## src/rtl/core/mtwr_pkg.sv

```systemverilog
// Shared constants, the closed-window record type and a helper function for the reorder unit.
package mtwr_pkg;

    localparam int WINDOW_MAX  = 8;
    localparam int DATA_WIDTH  = 32;
    localparam int CFG_W       = 4;
    localparam int POS_W       = (WINDOW_MAX > 1) ? $clog2(WINDOW_MAX) : 1;
    localparam int CNT_W       = $clog2(WINDOW_MAX + 1);
    localparam int DIST_W      = $clog2(DATA_WIDTH + 1);
    localparam int QUEUE_DEPTH = 2;

    localparam logic [CFG_W-1:0] WINDOW_SIZE_RESET = CFG_W'(4);

    // One closed window as handed from the front to the back.
    typedef struct packed {
        logic [WINDOW_MAX-1:0][DATA_WIDTH-1:0] words;
        logic [WINDOW_MAX-1:0][POS_W-1:0]      pos;
        logic [CNT_W-1:0]                      count;
    } win_rec_t;

    function automatic logic [DIST_W-1:0] bit_count(input logic [DATA_WIDTH-1:0] v);
        logic [DIST_W-1:0] n;
        n = '0;
        for (int i = 0; i < DATA_WIDTH; i++)
        begin
            n = n + DIST_W'(v[i]);
        end
        return n;
    endfunction

endpackage

```

## src/rtl/core/mtwr_if.sv

```systemverilog
// Handshake interfaces for the word, result and configuration channels.
interface mtwr_in_if;
    logic                             valid;
    logic                             ready;
    logic [mtwr_pkg::DATA_WIDTH-1:0]  data_word;
    logic                             end_of_stream;

    modport source (output valid, output data_word, output end_of_stream, input ready);
    modport sink   (input valid, input data_word, input end_of_stream, output ready);
endinterface

interface mtwr_out_if;
    logic                             valid;
    logic                             ready;
    logic [mtwr_pkg::DATA_WIDTH-1:0]  out_word;
    logic [mtwr_pkg::POS_W-1:0]       orig_position;
    logic                             window_last;

    modport source (output valid, output out_word, output orig_position,
                    output window_last, input ready);
    modport sink   (input valid, input out_word, input orig_position,
                    input window_last, output ready);
endinterface

interface mtwr_cfg_if;
    logic                         valid;
    logic                         ready;
    logic [mtwr_pkg::CFG_W-1:0]   window_size;

    modport source (output valid, output window_size, input ready);
    modport sink   (input valid, input window_size, output ready);
endinterface

```

## src/rtl/core/mtwr_front.sv

```systemverilog
// Front part: holds the window size, gathers words into the open window and closes it.
module mtwr_front (
    input  logic               clk,
    input  logic               rst_n,
    mtwr_in_if.sink            words,
    mtwr_cfg_if.sink           cfg,
    input  logic               queue_full,
    output logic               queue_push,
    output mtwr_pkg::win_rec_t queue_rec
);
    import mtwr_pkg::*;

    logic [CFG_W-1:0]                      window_size_reg;
    logic [CNT_W-1:0]                      fill_reg;
    logic [CNT_W-1:0]                      fill_next;
    logic [WINDOW_MAX-1:0][DATA_WIDTH-1:0] word_reg;
    logic [WINDOW_MAX-1:0][DATA_WIDTH-1:0] word_next;
    logic [WINDOW_MAX-1:0][POS_W-1:0]      pos_reg;
    logic [WINDOW_MAX-1:0][POS_W-1:0]      pos_next;
    logic [CNT_W-1:0]                      eff_size;
    logic [CNT_W-1:0]                      fill_inc;
    logic [POS_W-1:0]                      slot;
    logic                                  accept;
    logic                                  close;

    assign cfg.ready   = 1'b1;
    assign words.ready = !queue_full;
    assign accept      = words.valid && words.ready;

    always_comb
    begin
        if (window_size_reg == '0)
        begin
            eff_size = CNT_W'(1);
        end
        else if (int'(window_size_reg) > WINDOW_MAX)
        begin
            eff_size = CNT_W'(WINDOW_MAX);
        end
        else
        begin
            eff_size = CNT_W'(window_size_reg);
        end
    end

    // A full window always closes, so the fill count is below the depth on every accept.
    assign slot     = fill_reg[POS_W-1:0];
    assign fill_inc = fill_reg + 1'b1;
    assign close    = words.end_of_stream || (fill_inc >= eff_size);
    assign fill_next = close ? '0 : fill_inc;

    // Each slot keeps the highest position holding an equal word, so earlier
    // duplicates are pointed at the new slot as it is written.
    always_comb
    begin
        word_next = word_reg;
        pos_next  = pos_reg;
        for (int j = 0; j < WINDOW_MAX; j++)
        begin
            if ((j < int'(fill_reg)) && (word_reg[j] == words.data_word))
            begin
                pos_next[j] = slot;
            end
        end
        word_next[slot] = words.data_word;
        pos_next[slot]  = slot;
    end

    assign queue_push      = accept && close;
    assign queue_rec.words = word_next;
    assign queue_rec.pos   = pos_next;
    assign queue_rec.count = fill_inc;

    always_ff @(posedge clk or negedge rst_n)
    begin
        if (!rst_n)
        begin
            window_size_reg <= WINDOW_SIZE_RESET;
            fill_reg        <= '0;
        end
        else
        begin
            if (cfg.valid && cfg.ready)
            begin
                window_size_reg <= cfg.window_size;
            end
            if (accept)
            begin
                fill_reg <= fill_next;
            end
        end
    end

    always_ff @(posedge clk)
    begin
        if (accept)
        begin
            word_reg <= word_next;
            pos_reg  <= pos_next;
        end
    end

endmodule

```

## src/rtl/core/mtwr_queue.sv

```systemverilog
// Short queue of closed windows between the front and the back.
module mtwr_queue (
    input  logic               clk,
    input  logic               rst_n,
    input  logic               push,
    input  mtwr_pkg::win_rec_t push_rec,
    output logic               full,
    input  logic               pop,
    output mtwr_pkg::win_rec_t pop_rec,
    output logic               empty
);
    import mtwr_pkg::*;

    localparam int PTR_W = (QUEUE_DEPTH > 1) ? $clog2(QUEUE_DEPTH) : 1;
    localparam int LVL_W = $clog2(QUEUE_DEPTH + 1);

    win_rec_t         entry_reg [QUEUE_DEPTH];
    logic [PTR_W-1:0] wr_ptr_reg;
    logic [PTR_W-1:0] rd_ptr_reg;
    logic [LVL_W-1:0] level_reg;
    logic             do_push;
    logic             do_pop;

    assign full    = (level_reg == LVL_W'(QUEUE_DEPTH));
    assign empty   = (level_reg == '0);
    assign do_push = push && !full;
    assign do_pop  = pop && !empty;
    assign pop_rec = entry_reg[rd_ptr_reg];

    function automatic logic [PTR_W-1:0] ptr_inc(input logic [PTR_W-1:0] p);
        logic [PTR_W-1:0] r;
        if (int'(p) == QUEUE_DEPTH - 1)
        begin
            r = '0;
        end
        else
        begin
            r = p + 1'b1;
        end
        return r;
    endfunction

    always_ff @(posedge clk or negedge rst_n)
    begin
        if (!rst_n)
        begin
            wr_ptr_reg <= '0;
            rd_ptr_reg <= '0;
            level_reg  <= '0;
        end
        else
        begin
            if (do_push)
            begin
                wr_ptr_reg <= ptr_inc(wr_ptr_reg);
            end
            if (do_pop)
            begin
                rd_ptr_reg <= ptr_inc(rd_ptr_reg);
            end
            if (do_push && !do_pop)
            begin
                level_reg <= level_reg + 1'b1;
            end
            else if (do_pop && !do_push)
            begin
                level_reg <= level_reg - 1'b1;
            end
        end
    end

    always_ff @(posedge clk)
    begin
        if (do_push)
        begin
            entry_reg[wr_ptr_reg] <= push_rec;
        end
    end

endmodule

```

## src/rtl/core/mtwr_back.sv

```systemverilog
// Back part: drains one closed window in greedy minimum-distance order.
module mtwr_back (
    input  logic               clk,
    input  logic               rst_n,
    input  mtwr_pkg::win_rec_t rec,
    input  logic               rec_valid,
    output logic               pop,
    mtwr_out_if.source         results
);
    import mtwr_pkg::*;

    localparam logic [1:0] ST_IDLE = 2'd0;
    localparam logic [1:0] ST_DIST = 2'd1;
    localparam logic [1:0] ST_PICK = 2'd2;

    logic [1:0]                            state_reg;
    logic [WINDOW_MAX-1:0][DATA_WIDTH-1:0] words_reg;
    logic [WINDOW_MAX-1:0][POS_W-1:0]      pos_reg;
    logic [CNT_W-1:0]                      count_reg;
    logic [CNT_W-1:0]                      k_reg;
    logic [WINDOW_MAX-1:0]                 taken_reg;
    logic [WINDOW_MAX-1:0][DIST_W:0]       dist_reg;
    logic [WINDOW_MAX-1:0][DIST_W:0]       dist_next;
    logic [DATA_WIDTH-1:0]                 prev_reg;
    logic                                  out_valid_reg;
    logic [DATA_WIDTH-1:0]                 out_word_reg;
    logic [POS_W-1:0]                      out_pos_reg;
    logic                                  out_last_reg;
    logic [DIST_W:0]                       best_d;
    logic [POS_W-1:0]                      best;
    logic                                  slot_free;
    logic                                  pick_fire;
    logic                                  last;

    assign pop = (state_reg == ST_IDLE) && rec_valid;

    // Taken slots and slots past the window's end carry the top bit and never win.
    always_comb
    begin
        for (int j = 0; j < WINDOW_MAX; j++)
        begin
            if (taken_reg[j] || (j >= int'(count_reg)))
            begin
                dist_next[j] = {1'b1, {DIST_W{1'b0}}};
            end
            else
            begin
                dist_next[j] = {1'b0, bit_count(words_reg[j] ^ prev_reg)};
            end
        end
    end

    // Strictly smaller wins, so a tie keeps the lowest position.
    always_comb
    begin
        best_d = '1;
        best   = '0;
        for (int j = 0; j < WINDOW_MAX; j++)
        begin
            if (dist_reg[j] < best_d)
            begin
                best_d = dist_reg[j];
                best   = POS_W'(j);
            end
        end
    end

    assign slot_free = !out_valid_reg || results.ready;
    assign pick_fire = (state_reg == ST_PICK) && slot_free;
    assign last      = (CNT_W'(k_reg + 1'b1) == count_reg);

    always_ff @(posedge clk or negedge rst_n)
    begin
        if (!rst_n)
        begin
            state_reg     <= ST_IDLE;
            count_reg     <= '0;
            k_reg         <= '0;
            taken_reg     <= '0;
            prev_reg      <= '0;
            out_valid_reg <= 1'b0;
        end
        else
        begin
            if (pick_fire)
            begin
                out_valid_reg <= 1'b1;
            end
            else if (results.ready)
            begin
                out_valid_reg <= 1'b0;
            end

            unique case (state_reg)
                ST_IDLE:
                begin
                    if (rec_valid)
                    begin
                        count_reg <= rec.count;
                        k_reg     <= '0;
                        taken_reg <= '0;
                        state_reg <= ST_DIST;
                    end
                end
                ST_DIST:
                begin
                    state_reg <= ST_PICK;
                end
                ST_PICK:
                begin
                    if (slot_free)
                    begin
                        taken_reg[best] <= 1'b1;
                        prev_reg        <= words_reg[best];
                        k_reg           <= k_reg + 1'b1;
                        state_reg       <= last ? ST_IDLE : ST_DIST;
                    end
                end
                default:
                begin
                    state_reg <= ST_IDLE;
                end
            endcase
        end
    end

    always_ff @(posedge clk)
    begin
        if (pop)
        begin
            words_reg <= rec.words;
            pos_reg   <= rec.pos;
        end
        if (state_reg == ST_DIST)
        begin
            dist_reg <= dist_next;
        end
        if (pick_fire)
        begin
            out_word_reg <= words_reg[best];
            out_pos_reg  <= pos_reg[best];
            out_last_reg <= last;
        end
    end

    assign results.valid         = out_valid_reg;
    assign results.out_word      = out_word_reg;
    assign results.orig_position = out_pos_reg;
    assign results.window_last   = out_last_reg;

endmodule

```

## src/rtl/core/min_transition_word_reorder_unit.sv

```systemverilog
// Top level of the minimum-transition word reorder unit.
//
//  channel   role    payload                                       request taken when
//  words     sink    data_word, end_of_stream                      valid && ready
//  results   source  out_word, orig_position, window_last          valid && ready
//  cfg       sink    window_size                                   valid && ready
//
// The front takes one word per cycle while the window queue (two windows) has room.
// Each result passes through the back's distance stage, then its pick stage, and each
// window is first loaded from the queue while the back is idle.
// A stalled results channel holds the back at its pick stage only.
// Reset is asynchronous, active low; window_size comes up as 4 and the previous word as 0.
module min_transition_word_reorder_unit (
    input  logic        clk,
    input  logic        rst_n,
    mtwr_in_if.sink     words,
    mtwr_cfg_if.sink    cfg,
    mtwr_out_if.source  results
);
    import mtwr_pkg::*;

    win_rec_t push_rec;
    win_rec_t pop_rec;
    logic     push;
    logic     full;
    logic     pop;
    logic     empty;

    mtwr_front u_front (
        .clk        (clk),
        .rst_n      (rst_n),
        .words      (words),
        .cfg        (cfg),
        .queue_full (full),
        .queue_push (push),
        .queue_rec  (push_rec)
    );

    mtwr_queue u_queue (
        .clk      (clk),
        .rst_n    (rst_n),
        .push     (push),
        .push_rec (push_rec),
        .full     (full),
        .pop      (pop),
        .pop_rec  (pop_rec),
        .empty    (empty)
    );

    mtwr_back u_back (
        .clk       (clk),
        .rst_n     (rst_n),
        .rec       (pop_rec),
        .rec_valid (!empty),
        .pop       (pop),
        .results   (results)
    );

endmodule

```

## src/flat_wrapper.sv

```systemverilog
// flat-port wrapper written by rule: the top's interface ports become plain ports
module min_transition_word_reorder_unit_flat import mtwr_pkg::*;
  (clk, rst_n, words_valid, words_data_word, words_end_of_stream, words_ready, cfg_valid, cfg_window_size, cfg_ready, results_valid, results_out_word, results_orig_position, results_window_last, results_ready);
  mtwr_in_if words_i ();
  mtwr_cfg_if cfg_i ();
  mtwr_out_if results_i ();
  input  logic clk;
  input  logic rst_n;
  input wire logic [$bits(words_i.valid)-1:0] words_valid;
  input wire logic [$bits(words_i.data_word)-1:0] words_data_word;
  input wire logic [$bits(words_i.end_of_stream)-1:0] words_end_of_stream;
  output wire logic [$bits(words_i.ready)-1:0] words_ready;
  input wire logic [$bits(cfg_i.valid)-1:0] cfg_valid;
  input wire logic [$bits(cfg_i.window_size)-1:0] cfg_window_size;
  output wire logic [$bits(cfg_i.ready)-1:0] cfg_ready;
  output wire logic [$bits(results_i.valid)-1:0] results_valid;
  output wire logic [$bits(results_i.out_word)-1:0] results_out_word;
  output wire logic [$bits(results_i.orig_position)-1:0] results_orig_position;
  output wire logic [$bits(results_i.window_last)-1:0] results_window_last;
  input wire logic [$bits(results_i.ready)-1:0] results_ready;
  assign words_i.valid = words_valid;
  assign words_i.data_word = words_data_word;
  assign words_i.end_of_stream = words_end_of_stream;
  assign words_ready = words_i.ready;
  assign cfg_i.valid = cfg_valid;
  assign cfg_i.window_size = cfg_window_size;
  assign cfg_ready = cfg_i.ready;
  assign results_valid = results_i.valid;
  assign results_out_word = results_i.out_word;
  assign results_orig_position = results_i.orig_position;
  assign results_window_last = results_i.window_last;
  assign results_i.ready = results_ready;
  min_transition_word_reorder_unit u_core (.clk(clk), .rst_n(rst_n), .words(words_i), .cfg(cfg_i), .results(results_i));
endmodule
```

## config.mk

```make
export PLATFORM = sky130hd
export DESIGN_NAME = min_transition_word_reorder_unit_flat
export DESIGN_NICKNAME = d
export VERILOG_FILES = /design/src/rtl/core/mtwr_pkg.sv /design/src/rtl/core/mtwr_if.sv /design/src/rtl/core/mtwr_front.sv /design/src/rtl/core/mtwr_queue.sv /design/src/rtl/core/mtwr_back.sv /design/src/rtl/core/min_transition_word_reorder_unit.sv /design/src/flat_wrapper.sv
export SDC_FILE = /design/constraint.sdc
export NUM_CORES = 2
export LEC_CHECK = 0
export BUFFER_PORTS_ARGS = -buffer_cell sky130_fd_sc_hd__buf_2
export CAP_MARGIN = 20
export CORE_ASPECT_RATIO = 1.2
export CORE_MARGIN = 10
export CORE_UTILIZATION = 25
export CTS_BUF_LIST = sky130_fd_sc_hd__clkbuf_4 sky130_fd_sc_hd__clkbuf_8 sky130_fd_sc_hd__clkbuf_16
export DETAILED_ROUTE_END_ITERATION = 16
export MAX_ROUTING_LAYER = met4
export PLACE_DENSITY = 0.5
export SLEW_MARGIN = 20
export SYNTH_ARGS = -nofsm -noshare
export SYNTH_HDL_FRONTEND = slang
export SYNTH_SLANG_ARGS = --single-unit
```

## constraint.sdc

```tcl
create_clock -name clk -period 36.5 [get_ports clk]
set_input_delay 3.65 -clock clk [delete_from_list [all_inputs] [get_ports clk]]
set_output_delay 3.65 -clock clk [all_outputs]
set_load 0.005 [all_outputs]
```

=== Word-level counts from Yosys, hierarchy flattened ===
Memories as Yosys holds them, arrays and structs flattened.
Index checks and enable logic that the tools add are counted.

* Memory bits (writable): 568
* Output and inout bits: 39
* Input port bits: 42
* Memories kept: 1
* Flip-flop bits (word level): 715

* $lt $le $gt $ge: 30
* Reductions and logical operators: 43
* Muxes and demuxes: 63
* Bitwise operators: 10
* Eq/ne operators: 14
* Add/sub/neg operators: 254

{| class="wikitable"
|+ Memories
! name !! depth !! bits a word !! read ports !! clocked after memory_dff !! write ports !! line !! text
|-
| u_core.u_queue.entry_reg || 2 || 284 || 1 || 0 || 1 || mtwr_queue.sv:17 || <nowiki>win_rec_t entry_reg [QUEUE_DEPTH];</nowiki>
|}

{| class="wikitable"
|+ Operators with widths
! cell !! number
|-
| $add A6 B1 Y6 || 208
|-
| $bwmux W256 || 1
|-
| $eq A32 B32 Y1 || 8
|-
| $xor A32 B32 Y32 || 8
|-
| $mux W7 || 15
|-
| $bmux W32 S3 || 1
|-
| $demux W32 S3 || 1
|-
| $mux W32 || 2
|-
| $lt A7 B7 Y1 || 7
|-
| $add A5 B1 Y6 || 8
|-
| $mux W3 || 16
|-
| $add A4 B1 Y5 || 8
|-
| $add A3 B1 Y4 || 8
|-
| $add A2 B1 Y3 || 8
|-
| $bwmux W24 || 1
|-
| $mux W4 || 5
|-
| $logic_and A1 B1 Y1 || 18
|-
| $add A1 B1 Y2 || 8
|-
| $ge A3 B4 Y1 const A || 4
|-
| $lt A3 B4 Y1 const A || 4
|-
| $mux W8 || 2
|-
| $pmux W8 S2 || 1
|-
| $logic_or A1 B1 Y1 || 10
|-
| $bmux W3 S3 || 1
|-
| other kinds (31) || 61
|}

=== Depth between registers and ports, before layout ===
* Word-level depth: 33
* Mapped depth: 66
* Mapped depth without buffers: 56

=== By module ===
A second synthesis with hierarchy kept.

* Cells, all modules: 4,055
* Area, all modules: 62,658.8 µm²

{| class="wikitable"
|+ Modules (own cells, without submodules)
! module !! instances !! sequential area each (µm²) !! cells each !! area each (µm²)
|-
| mtwr_back || 1 || 12,446.9 || 2,046 || 26,153.8
|-
| mtwr_queue || 1 || 17,156.5 || 903 || 20,867.5
|-
| mtwr_front || 1 || 8,609.5 || 1,105 || 15,633.7
|-
| min_transition_word_reorder_unit || 1 || 0.0 || 1 || 3.8
|}

=== Worst setup path before layout ===
No wires, ideal clock.

* Path kind: in2reg
* Start point: input words_valid
* End point: memory u_core.u_queue.entry_reg[0][0] (netlist bit), enable pin
* Data required time: 35,531 ps
* Buffers on the path: 0
* Library setup time: 969 ps
* Cell stages on the path: 4
* Path slack: 13,204 ps
* Data arrival time: 22,328 ps
* Cell sequence: nand2_1 inv_1 and2_1 nor2b_1

* Word-level cells in the longest chain between the ends: 5

{| class="wikitable"
|+ RTL lines
! element !! line !! text
|-
| start: declaration || flat_wrapper.sv:9 || <nowiki>input wire logic [$bits(words_i.valid)-1:0] words_valid;</nowiki>
|-
| $logic_and A1 B1 Y1 || mtwr_front.sv:28 || <nowiki>assign accept = words.valid && words.ready;</nowiki>
|-
| net u_core.u_front.accept || mtwr_front.sv:23 || <nowiki>logic accept;</nowiki>
|-
| $logic_and A1 B1 Y1 || mtwr_front.sv:69 || <nowiki>assign queue_push = accept && close;</nowiki>
|-
| $logic_and A1 B1 Y1 || mtwr_queue.sv:26 || <nowiki>assign do_push = push && !full;</nowiki>
|-
| net u_core.u_queue.do_push || mtwr_queue.sv:21 || <nowiki>logic do_push;</nowiki>
|-
| $mux W1 || mtwr_queue.sv:74 || <nowiki>if (do_push)</nowiki>
|-
| $mux W1 (not written as such) || mtwr_queue.sv:76 || <nowiki>entry_reg[wr_ptr_reg] <= push_rec;</nowiki>
|-
| end: declaration || mtwr_queue.sv:17 ||
|}

The timed path passes the listed nets, and every way through them passes these cells.

=== Worst setup path in the final report ===
* Start point: register u_core.u_back.dist_reg[2] (netlist bit)
* End point: register u_core.u_back.out_pos_reg[0], in the netlist u_core.u_back.results.orig_position[0] (data pin)

* Word-level cells in the longest chain between the ends: 18

{| class="wikitable"
|+ RTL lines
! element !! line !! text
|-
| start: declaration || mtwr_back.sv:22 || <nowiki>logic [WINDOW_MAX-1:0][DIST_W:0] dist_reg;</nowiki>
|-
| start signal: assignment || mtwr_back.sv:136 || <nowiki>dist_reg <= dist_next;</nowiki>
|-
| $lt A7 B7 Y1 || mtwr_back.sv:60 || <nowiki>if (dist_reg[j] < best_d)</nowiki>
|-
| $mux W7 (*) || mtwr_back.sv:60 ||
|-
| $lt A7 B7 Y1 || mtwr_back.sv:60 ||
|-
| $mux W7 || mtwr_back.sv:60 ||
|-
| $lt A7 B7 Y1 || mtwr_back.sv:60 ||
|-
| $mux W7 || mtwr_back.sv:60 ||
|-
| $lt A7 B7 Y1 || mtwr_back.sv:60 ||
|-
| $mux W7 || mtwr_back.sv:60 ||
|-
| [2 not listed] || -- ||
|-
| $lt A7 B7 Y1 || mtwr_back.sv:60 ||
|-
| $mux W7 || mtwr_back.sv:60 ||
|-
| $lt A7 B7 Y1 || mtwr_back.sv:60 ||
|-
| $mux W7 || mtwr_back.sv:60 ||
|-
| $lt A7 B7 Y1 || mtwr_back.sv:60 ||
|-
| $mux W3 (*) || mtwr_back.sv:60 ||
|-
| $bmux W3 S3 (*) || mtwr_back.sv:141 || <nowiki>out_pos_reg <= pos_reg[best];</nowiki>
|-
| $mux W3 (not written as such) (*) || mtwr_back.sv:141 ||
|-
| end signal: assignment || mtwr_back.sv:141 ||
|-
| end: declaration || mtwr_back.sv:27 || <nowiki>logic [POS_W-1:0] out_pos_reg;</nowiki>
|}

Mark *: on every way between the ends. The rest lies on a longest branch, timed or not. The select of a mux whose other input is x is not followed.
A chain may end at the register's enable or synchronous reset.

==> run metrics <==
area taken by flip-flops and latches=roughly 0.038 mm²; average size of a mapped cell=about 15 µm²; filler cell count in the final layout=between 20,000 and 25,000; origin of the critical flop-to-flop path=u_core.u_back.dist_reg[2]; number of warnings printed during yosys synthesis=0; critical path start-end classification=flip-flop to flip-flop; met1 track utilization from global routing=18.3%; GP Congestion=around 0.95; standard-cell row count=200; post-DR vias/cell=approximately 4.6; CP delay by family, top=compound AO/OA/AOI/OAI gates; Sinks on Clock Net=~1,300; wire length of the first global-routing pass=287 mm; most common cell after layout, fill and taps aside=edfxtp_1; crit end category=flip-flop; reg2reg path depth=between 50 and 60; Fin Setup TNS=0 ns; routed wirelength normalized by instance count=roughly 28 µm; highest clock rate=slightly above 60 MHz; main flop type after synthesis=edfxtp_1; Via Count=approximately 35,000; clock latency on the worst-skew pair=0.81 ns; total global routing track utilization=approximately 16%; layout cell share with drive strength beyond 1=23.6%; Setup Skew=between 0.03 and 0.04 ns; element type at the critical path start=flip-flop; hpwl dp=roughly 150 mm; post-synthesis cell type with the largest combined area=edfxtp_1; Synth Cell Area=around 0.062 mm²; fraction of the cycle the final worst path needs=between 40% and 50%; Die Outline Area=about 0.27 mm²; Final Routed Wirelength=between 200 and 250 mm; number of top-level pins=between 80 and 90; Reg clk slew, reported paths=approximately 0.060 ns; cell count after synthesis=approximately 4,100; Period minus WS final=around 16 ns; initial core utilization=25.1%; fraction of the yosys area taken by sequential cells=about 60%; TritonCTS clock tree=built; die width=475 µm; max-slew violation count=0; area of the multi-input gates=between 0.02 and 0.025 mm²; Slew @ Worst Pin=about 1.2 ns; number of gates given a new drive strength after cts=0; net count after synthesis=~4,500; Tightest Hold Check Type=flip-flop to flip-flop; number of synthesized flops with an enable pin=1,220; post-CTS repair timing setup buffer count=0; Area contributors post-synth=edfxtp_1, mux2_2, fa_1; residual overflow from global routing=0; startpoint of the worst hold path=u_core.u_back.taken_reg[6]; worst reg2reg endpoint=u_core.u_back.results.orig_position[0]; met2 capacity usage during global routing=between 20% and 30%; number of failing setup endpoints in the final timing report=0; register bit total from synthesis=around 1,300; biggest cell delay along the critical path=roughly 0.80 ns; setup repair after global routing missed its margin=no; commonest cells after routing, fill and taps aside=edfxtp_1, mux2_2, xnor2_1, xor2_1, inv_1; data required time at the worst endpoint=around 37 ns; DRC errors left=0; final net count=about 4,500; CTS root buffer=clkbuf_16; Worst Hold Endpoint=u_core.u_back.taken_reg[6]; Starting DRT DRC Count=2,915; Buffers & Inverters on Critical Path=7; area delta synth->final=14.1%; share of synthesized registers carrying an async set or reset=between 4 and 5%; worst relative slew slack=21.7%; outcome=complete, no violations; reg2reg setup slack=a little over 20 ns; initial antenna violation count=16; DRT antenna net count=0; number of distinct library cells after synthesis=between 80 and 90; die extent in y=between 500 and 600 µm; Top Usage Layer GRT=met2; data arrival time of the critical path=around 17 ns; number of global-route vias before repair=between 30,000 and 40,000; clk buf depth=3; met3 Usage GRT=under 10%; hold path cells=2; max-capacitance violation count=0; largest net degree at the start of global routing=approximately 120; 1st-pass router iterations=5; hold_buf cts=0; total of buffers placed on input and output ports=79; number of flip-flops in the largest register=roughly 570; CORE AREA=about 0.25 mm²; fraction of synthesized cell area taken by the top area cell type=between 50% and 60%; master of the slowest instance on the critical path=buf_4; maximum level of the CTS H-tree=4; crit path max fanout=73; TritonCTS Buffers=132; final count of hold timing violations=0
==> how the worst max path moves through the flow <==
stage	start	endpoint	depth (start not counted)
finish	u_core.u_back.dist_reg[2]	u_core.u_back.results.orig_position[0]	55
global route	u_core.u_back.dist_reg[2]	u_core.u_back.results.orig_position[0]	55
global placement	u_core.u_back.dist_reg[2]	u_core.u_back.results.orig_position[0]	56
detailed placement	u_core.u_back.dist_reg[2]	u_core.u_back.results.orig_position[0]	55
floorplan	words_valid	u_core.u_queue.entry_reg[0][0]	4
CTS	u_core.u_back.dist_reg[2]	u_core.u_back.results.orig_position[0]	55
==> layout make-up <==
class,instances,share of cell area (%)
diodes,14,0.0495
well taps,3232,5.72
clock buffers,161,5.03
repair buffers,158,1.45
inverters,225,1.21
multi-input cells,2409,31.4
flip-flops and latches,1283,54.0
clock inverters,74,1.11
==> stage by stage <==
| stage | worst slack (ns) | instances | hold slack, ns | utilization (%) | area [µm²] |
|---|---|---|---|---|---|
| after floorplan | 13.20 | 4145 | 0.454 | - | 62000 |
| after global placement | 20.33 | 7307 | 0.470 | 26.8 | 66400 |
| after detailed placement | 20.16 | 7307 | 0.476 | 26.8 | 66400 |
| after CTS | 20.07 | 7542 | 0.491 | 28.6 | 70700 |
| after global routing | 19.08 | 7554 | 0.506 | 28.6 | 70700 |
| final | 20.12 | 7556 | 0.487 | 28.6 | 70800 |
==> logic make-up (layout without fill, tap and decap cells) <==
| group | count (synthesis) | count (layout) | synth area share, % |
|---|---|---|---|
| adders and majority gates | 281 | 281 | 7.98 |
| muxes | 614 | 614 | 11.1 |
| buffers and inverters | 453 | 618 | 2.83 |
| and+or+nand+nor | 649 | 649 | 4.94 |
| AOI/OAI and AO/OA | 311 | 311 | 3.78 |
| DFF | 1283 | 1283 | 61.6 |
| other | 1 | 15 | 0.00605 |
| xor gates and xnor gates | 553 | 553 | 7.81 |
==> worst register-to-register path: cells and delay by family (launching register included) <==
family	cells	cell delay (ns)
AOI/OAI and AO/OA	19	5.31
buffers and inverters	7	2.85
muxes	5	2.04
adders and majority gates	6	1.72
and+or+nand+nor	18	3.75
DFF	1	0.39
==> cell usage after synthesis (31+ instances only) <==
cell / number
a21oi_1: 67
clkbuf_1: 195
dfrtp_1: 62
edfxtp_1: 1220
fa_1: 192
ha_1: 85
inv_1: 221
mux2_2: 563
mux2i_1: 47
nand2_1: 219
nand3_1: 69
nand4_1: 35
nor2_1: 155
nor4_1: 39
o21ai_0: 31
xnor2_1: 308
xor2_1: 245
==> metal layers <==
layer  share of wire (%)  up-vias
met4                 5.8        0
met1                  40    18200
met5                   0        -
met3                 4.2      296
li1                    -    15100
met2                  50     1005
Power is left out: the tool's default activity adds up to more than one toggle a clock period on the data nets, which glitch-free logic cannot reach.
